==> config.mk <==
export PLATFORM = sky130hd
export DESIGN_NAME = hash_ring_owner_lookup
export DESIGN_NICKNAME = d
export VERILOG_FILES = /design/src/rtl/hrol_pkg.sv /design/src/rtl/hrol_table_ram.sv /design/src/rtl/hash_ring_owner_lookup.sv
export SDC_FILE = /design/constraint.sdc
export NUM_CORES = 2
export LEC_CHECK = 0
export BUFFER_PORTS_ARGS = -buffer_cell sky130_fd_sc_hd__buf_2
export CORE_MARGIN = 3
export CORE_UTILIZATION = 25
export CTS_CLUSTER_SIZE = 14
export DETAILED_ROUTE_END_ITERATION = 8
export GPL_TIMING_DRIVEN = 1
export HOLD_SLACK_MARGIN = 0.02
export REMOVE_ABC_BUFFERS = 1
export SLEW_MARGIN = 20
export SYNTH_ARGS = -nofsm -noshare
export SYNTH_HDL_FRONTEND = slang
export SYNTH_SLANG_ARGS = --single-unit
==> constraint.sdc <==
create_clock -name clk -period 7.2 [get_ports clk]
set_input_delay 1.44 -clock clk [delete_from_list [all_inputs] [get_ports clk]]
set_output_delay 1.44 -clock clk [all_outputs]
set_load 0.02 [all_outputs]
==> src/rtl/hrol_pkg.sv <==
// shared types and codes for the ring owner lookup block
package hrol_pkg;

  localparam int KEY_W    = 64;
  localparam int HANDLE_W = 4;
  localparam int SCNT_W   = 4;

  // command codes
  localparam logic [1:0] OP_REGISTER   = 2'd0;
  localparam logic [1:0] OP_SET_ALIVE  = 2'd1;
  localparam logic [1:0] OP_FIND_OWNER = 2'd2;
  localparam logic [1:0] OP_SUCCESSORS = 2'd3;

  // result status codes
  localparam logic [1:0] ST_OK        = 2'd0;
  localparam logic [1:0] ST_FULL      = 2'd1;
  localparam logic [1:0] ST_NOT_FOUND = 2'd2;
  localparam logic [1:0] ST_DUPLICATE = 2'd3;

  // one ring table entry
  typedef struct packed {
    logic [KEY_W-1:0]    key;
    logic [HANDLE_W-1:0] handle;
    logic                alive;
  } entry_t;

endpackage

==> src/rtl/hrol_table_ram.sv <==
// ring table storage: one write port, one registered read port
module hrol_table_ram
  import hrol_pkg::*;
#(
  parameter int DEPTH = 16
) (
  input  logic                       clk,
  input  logic                       we,
  input  logic [$clog2(DEPTH)-1:0]   wr_addr,
  input  entry_t                     wr_data,
  input  logic [$clog2(DEPTH)-1:0]   rd_addr,
  output entry_t                     rd_data
);

  entry_t mem [DEPTH];
  entry_t rd_data_r;

  // write port
  always_ff @(posedge clk) begin
    if (we) begin
      mem[wr_addr] <= wr_data;
    end
  end

  // read port, registered
  always_ff @(posedge clk) begin
    rd_data_r <= mem[rd_addr];
  end

  assign rd_data = rd_data_r;

endmodule

==> src/rtl/hash_ring_owner_lookup.sv <==
// ring owner lookup: sorted node table with register, alive, owner and successor commands
//
// A command is taken when start is high and busy is low; all in_ fields are
// sampled at that edge. Results come back on the out_ ports, each valid for
// exactly one cycle while out_valid is high; out_last marks the final result
// of a command. The receiver cannot stall, so no result is ever held back.
// The table lives in a single-port-read memory with a registered read port,
// and every command walks it one entry per cycle with reads pipelined.
// Steps: register scans the entries for a duplicate handle and for the
// insert position, answers full when the table is full, else shifts each
// entry from the insert position up by one and writes the new node there
// (nothing moves when it goes at the end); set alive finds the handle and
// rewrites its alive bit (not found when absent); find owner scans for the
// first alive node with a key at or above the lookup key, else takes the
// wrap or miss path to the first alive node; successors locates the handle
// (not found when absent), then walks the ring onward, reporting alive nodes.
// The next command may be taken in the cycle the final result is shown.
// Reset empties the table at once; no clearing pass.
module hash_ring_owner_lookup
  import hrol_pkg::*;
#(
  parameter int MAX_NODES = 16
) (
  input  logic                clk,
  input  logic                rst_n,
  input  logic                start,
  output logic                busy,
  input  logic [1:0]          in_opcode,
  input  logic [HANDLE_W-1:0] in_node_handle,
  input  logic [KEY_W-1:0]    in_node_key,
  input  logic [KEY_W-1:0]    in_lookup_key,
  input  logic                in_alive_value,
  input  logic [SCNT_W-1:0]   in_successor_count,
  output logic                out_valid,
  output logic [1:0]          out_status,
  output logic [HANDLE_W-1:0] out_result_handle,
  output logic                out_found,
  output logic                out_changed,
  output logic                out_last
);

  localparam int IDX_W = $clog2(MAX_NODES);
  localparam int CNT_W = $clog2(MAX_NODES + 1);
  localparam logic [CNT_W-1:0] FULL_CNT = CNT_W'(MAX_NODES);

  typedef enum logic [2:0] {
    S_IDLE,
    S_LOCATE,
    S_OWNER,
    S_SHIFT,
    S_SUCC
  } state_t;

  state_t              state_r, state_nxt;
  logic [CNT_W-1:0]    cnt_r, cnt_nxt;
  logic [CNT_W-1:0]    iss_r, iss_nxt;
  logic                chk_vld_r, chk_vld_nxt;
  logic [IDX_W-1:0]    chk_idx_r, chk_idx_nxt;
  logic [1:0]          op_r, op_nxt;
  logic [HANDLE_W-1:0] h_r, h_nxt;
  logic [KEY_W-1:0]    nkey_r, nkey_nxt;
  logic [KEY_W-1:0]    lkey_r, lkey_nxt;
  logic                alive_r, alive_nxt;
  logic [SCNT_W-1:0]   scnt_r, scnt_nxt;
  logic                ins_vld_r, ins_vld_nxt;
  logic [CNT_W-1:0]    ins_pos_r, ins_pos_nxt;
  logic                fa_vld_r, fa_vld_nxt;
  logic [HANDLE_W-1:0] fa_h_r, fa_h_nxt;
  logic [CNT_W-1:0]    j_r, j_nxt;
  logic [IDX_W-1:0]    w_r, w_nxt;
  logic [CNT_W-1:0]    rem_r, rem_nxt;
  logic [SCNT_W-1:0]   k_r, k_nxt;
  logic                pend_vld_r, pend_vld_nxt;
  logic [HANDLE_W-1:0] pend_h_r, pend_h_nxt;

  logic                out_valid_r, out_valid_nxt;
  logic [1:0]          out_status_r, out_status_nxt;
  logic [HANDLE_W-1:0] out_handle_r, out_handle_nxt;
  logic                out_found_r, out_found_nxt;
  logic                out_changed_r, out_changed_nxt;
  logic                out_last_r, out_last_nxt;

  // memory port
  logic             we;
  logic [IDX_W-1:0] wa;
  entry_t           wd;
  logic [IDX_W-1:0] rd_addr;
  entry_t           rd_q;

  hrol_table_ram #(
    .DEPTH(MAX_NODES)
  ) u_ram (
    .clk     (clk),
    .we      (we),
    .wr_addr (wa),
    .wr_data (wd),
    .rd_addr (rd_addr),
    .rd_data (rd_q)
  );

  // ring successor of the walk pointer and of the located entry
  logic [CNT_W-1:0] w_inc, p_inc;
  logic [IDX_W-1:0] w_wrap, p_wrap;
  assign w_inc  = CNT_W'(w_r) + 1'b1;
  assign p_inc  = CNT_W'(chk_idx_r) + 1'b1;
  assign w_wrap = (w_inc == cnt_r) ? '0 : w_inc[IDX_W-1:0];
  assign p_wrap = (p_inc == cnt_r) ? '0 : p_inc[IDX_W-1:0];

  assign busy = (state_r != S_IDLE);

  // command sequencer
  always_comb begin
    state_nxt    = state_r;
    cnt_nxt      = cnt_r;
    iss_nxt      = iss_r;
    chk_vld_nxt  = 1'b0;
    chk_idx_nxt  = chk_idx_r;
    op_nxt       = op_r;
    h_nxt        = h_r;
    nkey_nxt     = nkey_r;
    lkey_nxt     = lkey_r;
    alive_nxt    = alive_r;
    scnt_nxt     = scnt_r;
    ins_vld_nxt  = ins_vld_r;
    ins_pos_nxt  = ins_pos_r;
    fa_vld_nxt   = fa_vld_r;
    fa_h_nxt     = fa_h_r;
    j_nxt        = j_r;
    w_nxt        = w_r;
    rem_nxt      = rem_r;
    k_nxt        = k_r;
    pend_vld_nxt = pend_vld_r;
    pend_h_nxt   = pend_h_r;

    out_valid_nxt   = 1'b0;
    out_status_nxt  = ST_OK;
    out_handle_nxt  = '0;
    out_found_nxt   = 1'b0;
    out_changed_nxt = 1'b0;
    out_last_nxt    = 1'b0;

    we      = 1'b0;
    wa      = '0;
    wd      = rd_q;
    rd_addr = '0;

    unique case (state_r)
      S_IDLE: begin
        if (start) begin
          op_nxt      = in_opcode;
          h_nxt       = in_node_handle;
          nkey_nxt    = in_node_key;
          lkey_nxt    = in_lookup_key;
          alive_nxt   = in_alive_value;
          scnt_nxt    = in_successor_count;
          iss_nxt     = '0;
          ins_vld_nxt = 1'b0;
          fa_vld_nxt  = 1'b0;
          state_nxt   = (in_opcode == OP_FIND_OWNER) ? S_OWNER : S_LOCATE;
        end
      end

      S_LOCATE: begin
        // pipelined read of the next entry
        if (iss_r < cnt_r) begin
          rd_addr     = iss_r[IDX_W-1:0];
          chk_idx_nxt = iss_r[IDX_W-1:0];
          chk_vld_nxt = 1'b1;
          iss_nxt     = iss_r + 1'b1;
        end
        if (chk_vld_r && rd_q.handle == h_r) begin
          chk_vld_nxt = 1'b0;
          state_nxt   = S_IDLE;
          unique case (op_r)
            OP_REGISTER: begin
              out_valid_nxt  = 1'b1;
              out_status_nxt = ST_DUPLICATE;
              out_last_nxt   = 1'b1;
            end
            OP_SET_ALIVE: begin
              we              = 1'b1;
              wa              = chk_idx_r;
              wd              = '{key: rd_q.key, handle: rd_q.handle, alive: alive_r};
              out_valid_nxt   = 1'b1;
              out_handle_nxt  = h_r;
              out_found_nxt   = 1'b1;
              out_changed_nxt = (rd_q.alive != alive_r);
              out_last_nxt    = 1'b1;
            end
            OP_SUCCESSORS: begin
              w_nxt        = p_wrap;
              rem_nxt      = cnt_r - 1'b1;
              k_nxt        = '0;
              pend_vld_nxt = 1'b0;
              state_nxt    = S_SUCC;
            end
            default: begin
              out_valid_nxt  = 1'b1;
              out_status_nxt = ST_NOT_FOUND;
              out_last_nxt   = 1'b1;
            end
          endcase
        end else begin
          // insert position: first entry with a greater key
          if (chk_vld_r && op_r == OP_REGISTER && !ins_vld_r && rd_q.key > nkey_r) begin
            ins_vld_nxt = 1'b1;
            ins_pos_nxt = CNT_W'(chk_idx_r);
          end
          if (!chk_vld_r && iss_r == cnt_r) begin
            if (op_r == OP_REGISTER && cnt_r != FULL_CNT) begin
              j_nxt     = cnt_r;
              state_nxt = S_SHIFT;
              if (!ins_vld_r) begin
                ins_pos_nxt = cnt_r;
              end
            end else begin
              out_valid_nxt  = 1'b1;
              out_status_nxt = (op_r == OP_REGISTER) ? ST_FULL : ST_NOT_FOUND;
              out_last_nxt   = 1'b1;
              state_nxt      = S_IDLE;
            end
          end
        end
      end

      S_OWNER: begin
        if (iss_r < cnt_r) begin
          rd_addr     = iss_r[IDX_W-1:0];
          chk_idx_nxt = iss_r[IDX_W-1:0];
          chk_vld_nxt = 1'b1;
          iss_nxt     = iss_r + 1'b1;
        end
        if (chk_vld_r && rd_q.alive && rd_q.key >= lkey_r) begin
          chk_vld_nxt    = 1'b0;
          out_valid_nxt  = 1'b1;
          out_handle_nxt = rd_q.handle;
          out_found_nxt  = 1'b1;
          out_last_nxt   = 1'b1;
          state_nxt      = S_IDLE;
        end else begin
          // remember the first alive node for the wrap case
          if (chk_vld_r && rd_q.alive && !fa_vld_r) begin
            fa_vld_nxt = 1'b1;
            fa_h_nxt   = rd_q.handle;
          end
          if (!chk_vld_r && iss_r == cnt_r) begin
            out_valid_nxt  = 1'b1;
            out_status_nxt = fa_vld_r ? ST_OK : ST_NOT_FOUND;
            out_handle_nxt = fa_vld_r ? fa_h_r : '0;
            out_found_nxt  = fa_vld_r;
            out_last_nxt   = 1'b1;
            state_nxt      = S_IDLE;
          end
        end
      end

      S_SHIFT: begin
        // move the entry read last cycle up by one
        if (chk_vld_r) begin
          we = 1'b1;
          wa = chk_idx_r + 1'b1;
          wd = rd_q;
        end
        if (j_r > ins_pos_r) begin
          rd_addr     = IDX_W'(j_r - 1'b1);
          chk_idx_nxt = IDX_W'(j_r - 1'b1);
          chk_vld_nxt = 1'b1;
          j_nxt       = j_r - 1'b1;
        end else if (!chk_vld_r) begin
          we            = 1'b1;
          wa            = IDX_W'(ins_pos_r);
          wd            = '{key: nkey_r, handle: h_r, alive: 1'b1};
          cnt_nxt       = cnt_r + 1'b1;
          out_valid_nxt = 1'b1;
          out_last_nxt  = 1'b1;
          state_nxt     = S_IDLE;
        end
      end

      S_SUCC: begin
        if (k_r == scnt_r || (rem_r == '0 && !chk_vld_r)) begin
          // flush the held successor as the final transfer
          out_valid_nxt  = 1'b1;
          out_status_nxt = pend_vld_r ? ST_OK : ST_NOT_FOUND;
          out_handle_nxt = pend_vld_r ? pend_h_r : '0;
          out_found_nxt  = pend_vld_r;
          out_last_nxt   = 1'b1;
          state_nxt      = S_IDLE;
        end else begin
          if (rem_r != '0) begin
            rd_addr     = w_r;
            chk_idx_nxt = w_r;
            chk_vld_nxt = 1'b1;
            w_nxt       = w_wrap;
            rem_nxt     = rem_r - 1'b1;
          end
          // hold each alive successor until the next one arrives, to know which is last
          if (chk_vld_r && rd_q.alive) begin
            if (pend_vld_r) begin
              out_valid_nxt  = 1'b1;
              out_handle_nxt = pend_h_r;
              out_found_nxt  = 1'b1;
            end
            pend_vld_nxt = 1'b1;
            pend_h_nxt   = rd_q.handle;
            k_nxt        = k_r + 1'b1;
          end
        end
      end

      default: begin
        state_nxt = S_IDLE;
      end
    endcase
  end

  // state and registered outputs
  always_ff @(posedge clk) begin
    if (!rst_n) begin
      state_r     <= S_IDLE;
      cnt_r       <= '0;
      chk_vld_r   <= 1'b0;
      out_valid_r <= 1'b0;
    end else begin
      state_r     <= state_nxt;
      cnt_r       <= cnt_nxt;
      chk_vld_r   <= chk_vld_nxt;
      out_valid_r <= out_valid_nxt;
    end
    iss_r         <= iss_nxt;
    chk_idx_r     <= chk_idx_nxt;
    op_r          <= op_nxt;
    h_r           <= h_nxt;
    nkey_r        <= nkey_nxt;
    lkey_r        <= lkey_nxt;
    alive_r       <= alive_nxt;
    scnt_r        <= scnt_nxt;
    ins_vld_r     <= ins_vld_nxt;
    ins_pos_r     <= ins_pos_nxt;
    fa_vld_r      <= fa_vld_nxt;
    fa_h_r        <= fa_h_nxt;
    j_r           <= j_nxt;
    w_r           <= w_nxt;
    rem_r         <= rem_nxt;
    k_r           <= k_nxt;
    pend_vld_r    <= pend_vld_nxt;
    pend_h_r      <= pend_h_nxt;
    out_status_r  <= out_status_nxt;
    out_handle_r  <= out_handle_nxt;
    out_found_r   <= out_found_nxt;
    out_changed_r <= out_changed_nxt;
    out_last_r    <= out_last_nxt;
  end

  assign out_valid         = out_valid_r;
  assign out_status        = out_status_r;
  assign out_result_handle = out_handle_r;
  assign out_found         = out_found_r;
  assign out_changed       = out_changed_r;
  assign out_last          = out_last_r;

  // node count stays within the table
  a_cnt_bound: assert property (@(posedge clk) disable iff (!rst_n)
    cnt_r <= FULL_CNT)
    else $error("node count beyond table size");

  // the count only grows by one, together with a successful register transfer
  a_cnt_step: assert property (@(posedge clk) disable iff (!rst_n)
    ($past(rst_n) && cnt_r != $past(cnt_r)) |->
      (cnt_r == $past(cnt_r) + 1'b1 && out_valid && out_status == ST_OK))
    else $error("node count changed without a register result");

  // no result in the cycle after a command is taken
  a_no_early: assert property (@(posedge clk) disable iff (!rst_n)
    (start && !busy) |=> !out_valid)
    else $error("result right after command transfer");

  // non-final results only come while the walk is still running
  a_mid_busy: assert property (@(posedge clk) disable iff (!rst_n)
    (out_valid && !out_last) |-> busy)
    else $error("non-final result with block idle");

  // a found node always carries ok status
  a_found_ok: assert property (@(posedge clk) disable iff (!rst_n)
    (out_valid && out_found) |-> out_status == ST_OK)
    else $error("found result with error status");

endmodule
==> run metrics <==
outcome completed; Tmin final 4.845 ns; WL/cell 21.67 um; global-route wire length before repair 216.9 mm; total CTS buffers 140; Post-CTS Resized 0; Final Cycle Share 0.6728; H-tree lvl count 4; maximum number of pins on one net before global-route repair 128; Worst Path Max Fanout 69; CP max stage delay 0.80 ns; CTS tree done; CP Cell Sequence inv_1, ha_1, and3_1, o21ai_0, and4_1, a221oi_4, buf_4, buf_4, nor3_4, buf_4, a22oi_1, nand2_1, a31oi_1; Startpoint Class flop; Synth Register Bits 1374; Final #Nets 4095; fillers 22042; PortBufs 152; CP Buf/Inv Count 4; CP top delay family buffers and inverters; Max Transition Viols Final 0; register area 0.04038 mm^2; CTS root buf clkbuf_16; via count 31671; number of setup buffers added after CTS 0; Longest Clk Path Bufs 3; Clock Sinks 1374; Synth Warn # 0; CTS Hold Bufs 0; worst clock skew 0.03691 ns; pre-CTS setup slack 2.434 ns; register area share after synthesis 0.7242; Slew headroom 0.1591; MaxCap Viol Count 0; CP endpoint kind flop; width of the die 478.3 um; Max IR drop VDD 0.0003429 V; Yosys cell types 68; synthesized cell area 0.05575 mm^2; Hold WC Path Type flop to flop; layout cells sized above 1 0.1319; initial antenna violation count 17; detailed placement HPWL 91.10 mm; unrepaired setup endpoints after global routing no; ys async rst share 0; Final Hold Fails 0; die area 0.2287 mm^2; Core ar. 0.2208 mm^2; Post-Synthesis Cells 3584; GP Congestion 0.8077; router iterations before antenna repair 5; number of synthesized flops with an enable pin 1286; row cnt 172; number of remaining DRC errors 0; Skew-Pair Late Insertion Delay 0.77 ns; synthesized area per cell 15.56 um^2; vias in the first global route 31360; max frequency 206.4 MHz; Data required, critical path 7.85 ns; multi-input logic area 0.01407 mm^2; WP data arrival 5.50 ns; Initial Utilization 0.2525; I/O Pins 153; area grow syn2layout 16.47%; grt total ovfl 0; total power 24.24 mW; final setup margin 2.356 ns; CP most frequent cell buf_4; via density per instance 4.602; CP Class flop to flop; Final Setup Violations 0; Clock Pin Slew Worst Setup and Hold Paths 0.07 ns; Leakage Power 21.68 nW; WL final 149.1 mm; Synth Flop Type edfxtp_1; Least-Margin Pin Slew 1.252 ns; DR iter-0 viols 2971; post-route antenna net violation count 0; total track usage 0.1267; slowest CP cell buf_4; Die Y 478.3 um; pwr/cell area 373.3 mW/mm^2
==> Yosys cell counts, types with 7 or more instances <==
library cell,count,area (um^2)
a21o_1,45,337.8
a21oi_1,127,635.6
a221o_1,8,80.08
a22oi_1,138,1036
a31oi_1,71,444.2
and2_1,9,56.30
and3_1,7,43.79
and4_1,8,70.07
buf_2,26,130.1
buf_4,33,247.7
buf_6,26,292.8
clkbuf_1,90,337.8
dfxtp_1,88,1762
edfxtp_1,1286,38620
ha_1,146,1827
inv_1,152,570.6
mux2i_1,488,4885
nand2_1,248,930.9
nand3_1,98,490.5
nand4_1,26,162.7
nor2_1,71,266.5
nor3_1,14,70.07
o21ai_0,145,725.7
o21ai_1,26,130.1
o22ai_1,76,475.5
xnor2_1,21,183.9
xor2_1,13,113.9
==> kinds of logic after synthesis <==
logic type / synth area share
DFF: 0.7242
buffers and inverters: 0.02859
AOI/OAI and AO/OA: 0.07765
xor gates and xnor gates: 0.005633
and+or+nand+nor: 0.04354
muxes: 0.08761
adders and majority gates: 0.03276
==> stage by stage <==
step / instance area [um^2] / setup TNS [ns] / hold slack, ns / instances / util
after floorplan: 54740 / -741.80 / 0.4268 / 3407 / -
after global placement: 60410 / 0 / 0.4585 / 6623 / 0.2736
after detailed placement: 60420 / 0 / 0.4496 / 6623 / 0.2736
after CTS: 64890 / 0 / 0.4640 / 6878 / 0.2939
after global routing: 64930 / 0 / 0.5187 / 6879 / 0.2941
final: 64940 / 0 / 0.4591 / 6882 / 0.2941
==> routing by layer <==
layer / track usage / share of wire / vias up
met2: 0.2033 / 0.47 / 1147
met5: 0 / 0.00015 / -
met4: 0.03646 / 0.024 / 4
li1: - / - / 14302
met3: 0.02119 / 0.067 / 236
met1: 0.1759 / 0.44 / 15982
==> area by class of cell <==
| type | count | area share |
|---|---|---|
| well taps | 2958 | 0.05699 |
| clock buffers | 190 | 0.05923 |
| diodes | 4 | 0.0001541 |
| multi-input cells | 1879 | 0.2167 |
| clock inverters | 65 | 0.009595 |
| flip-flops and latches | 1374 | 0.6218 |
| repair buffers | 258 | 0.02667 |
| inverters | 154 | 0.008902 |
==> sequential cells by signal, indices dropped and copies added, names as in the netlist, 5 cells and up <==
register	count
cnt_r	5
u_ram.mem	1104
iss_r	5
nkey_r	64
u_ram.rd_data	69
ins_pos_r	5
j_r	5
rem_r	5
lkey_r	64
==> worst paths after layout <==
| path | from | to | slack [ns] | depth (start not counted) |
|---|---|---|---|---|
| min | pend_h_r[0] | out_result_handle[0] | 0.46 | 2 |
| max | cnt_r[3] | u_ram.rd_data[25] | 2.36 | 13 |
| min reg2reg | pend_h_r[0] | out_result_handle[0] | 0.46 | 2 |
| max reg2reg | cnt_r[3] | u_ram.rd_data[25] | 2.36 | 13 |
==> layout by cell type (no fill, tap or decap), drive strengths merged, types with 21 or more instances in the layout <==
master	instances
inv	162
buf	258
nor3	21
o22ai	76
nand4	26
dfxtp	88
ha	146
a31oi	71
xnor2	22
nor2	73
mux2i	488
a21o	45
clkinv	46
edfxtp	1286
nand2	250
o21ai	171
a21oi	128
a22oi	138
clkbuf	190
nand3	98
==> power breakdown <==
| part | leakage (nW) | switching (mW) | internal (mW) |
|---|---|---|---|
| clock network | 2.18 | 3.12 | 4.01 |
| registers | 12.4 | 0.466 | 10.4 |
| logic | 7.12 | 4.27 | 1.95 |
| total | 21.7 | 7.86 | 16.4 |
==> worst register-to-register path, stage by stage, from the launching register on <==
cell and delay (ns):
dfxtp_1 0.50, inv_1 0.18, ha_1 0.34, and3_1 0.21
o21ai_0 0.23, and4_1 0.30, a221oi_4 0.18, buf_4 0.48
buf_4 0.81, nor3_4 0.10, buf_4 0.44, a22oi_1 0.53
nand2_1 0.18, a31oi_1 0.25
Note: power is estimated with default switching activity, not from simulation.
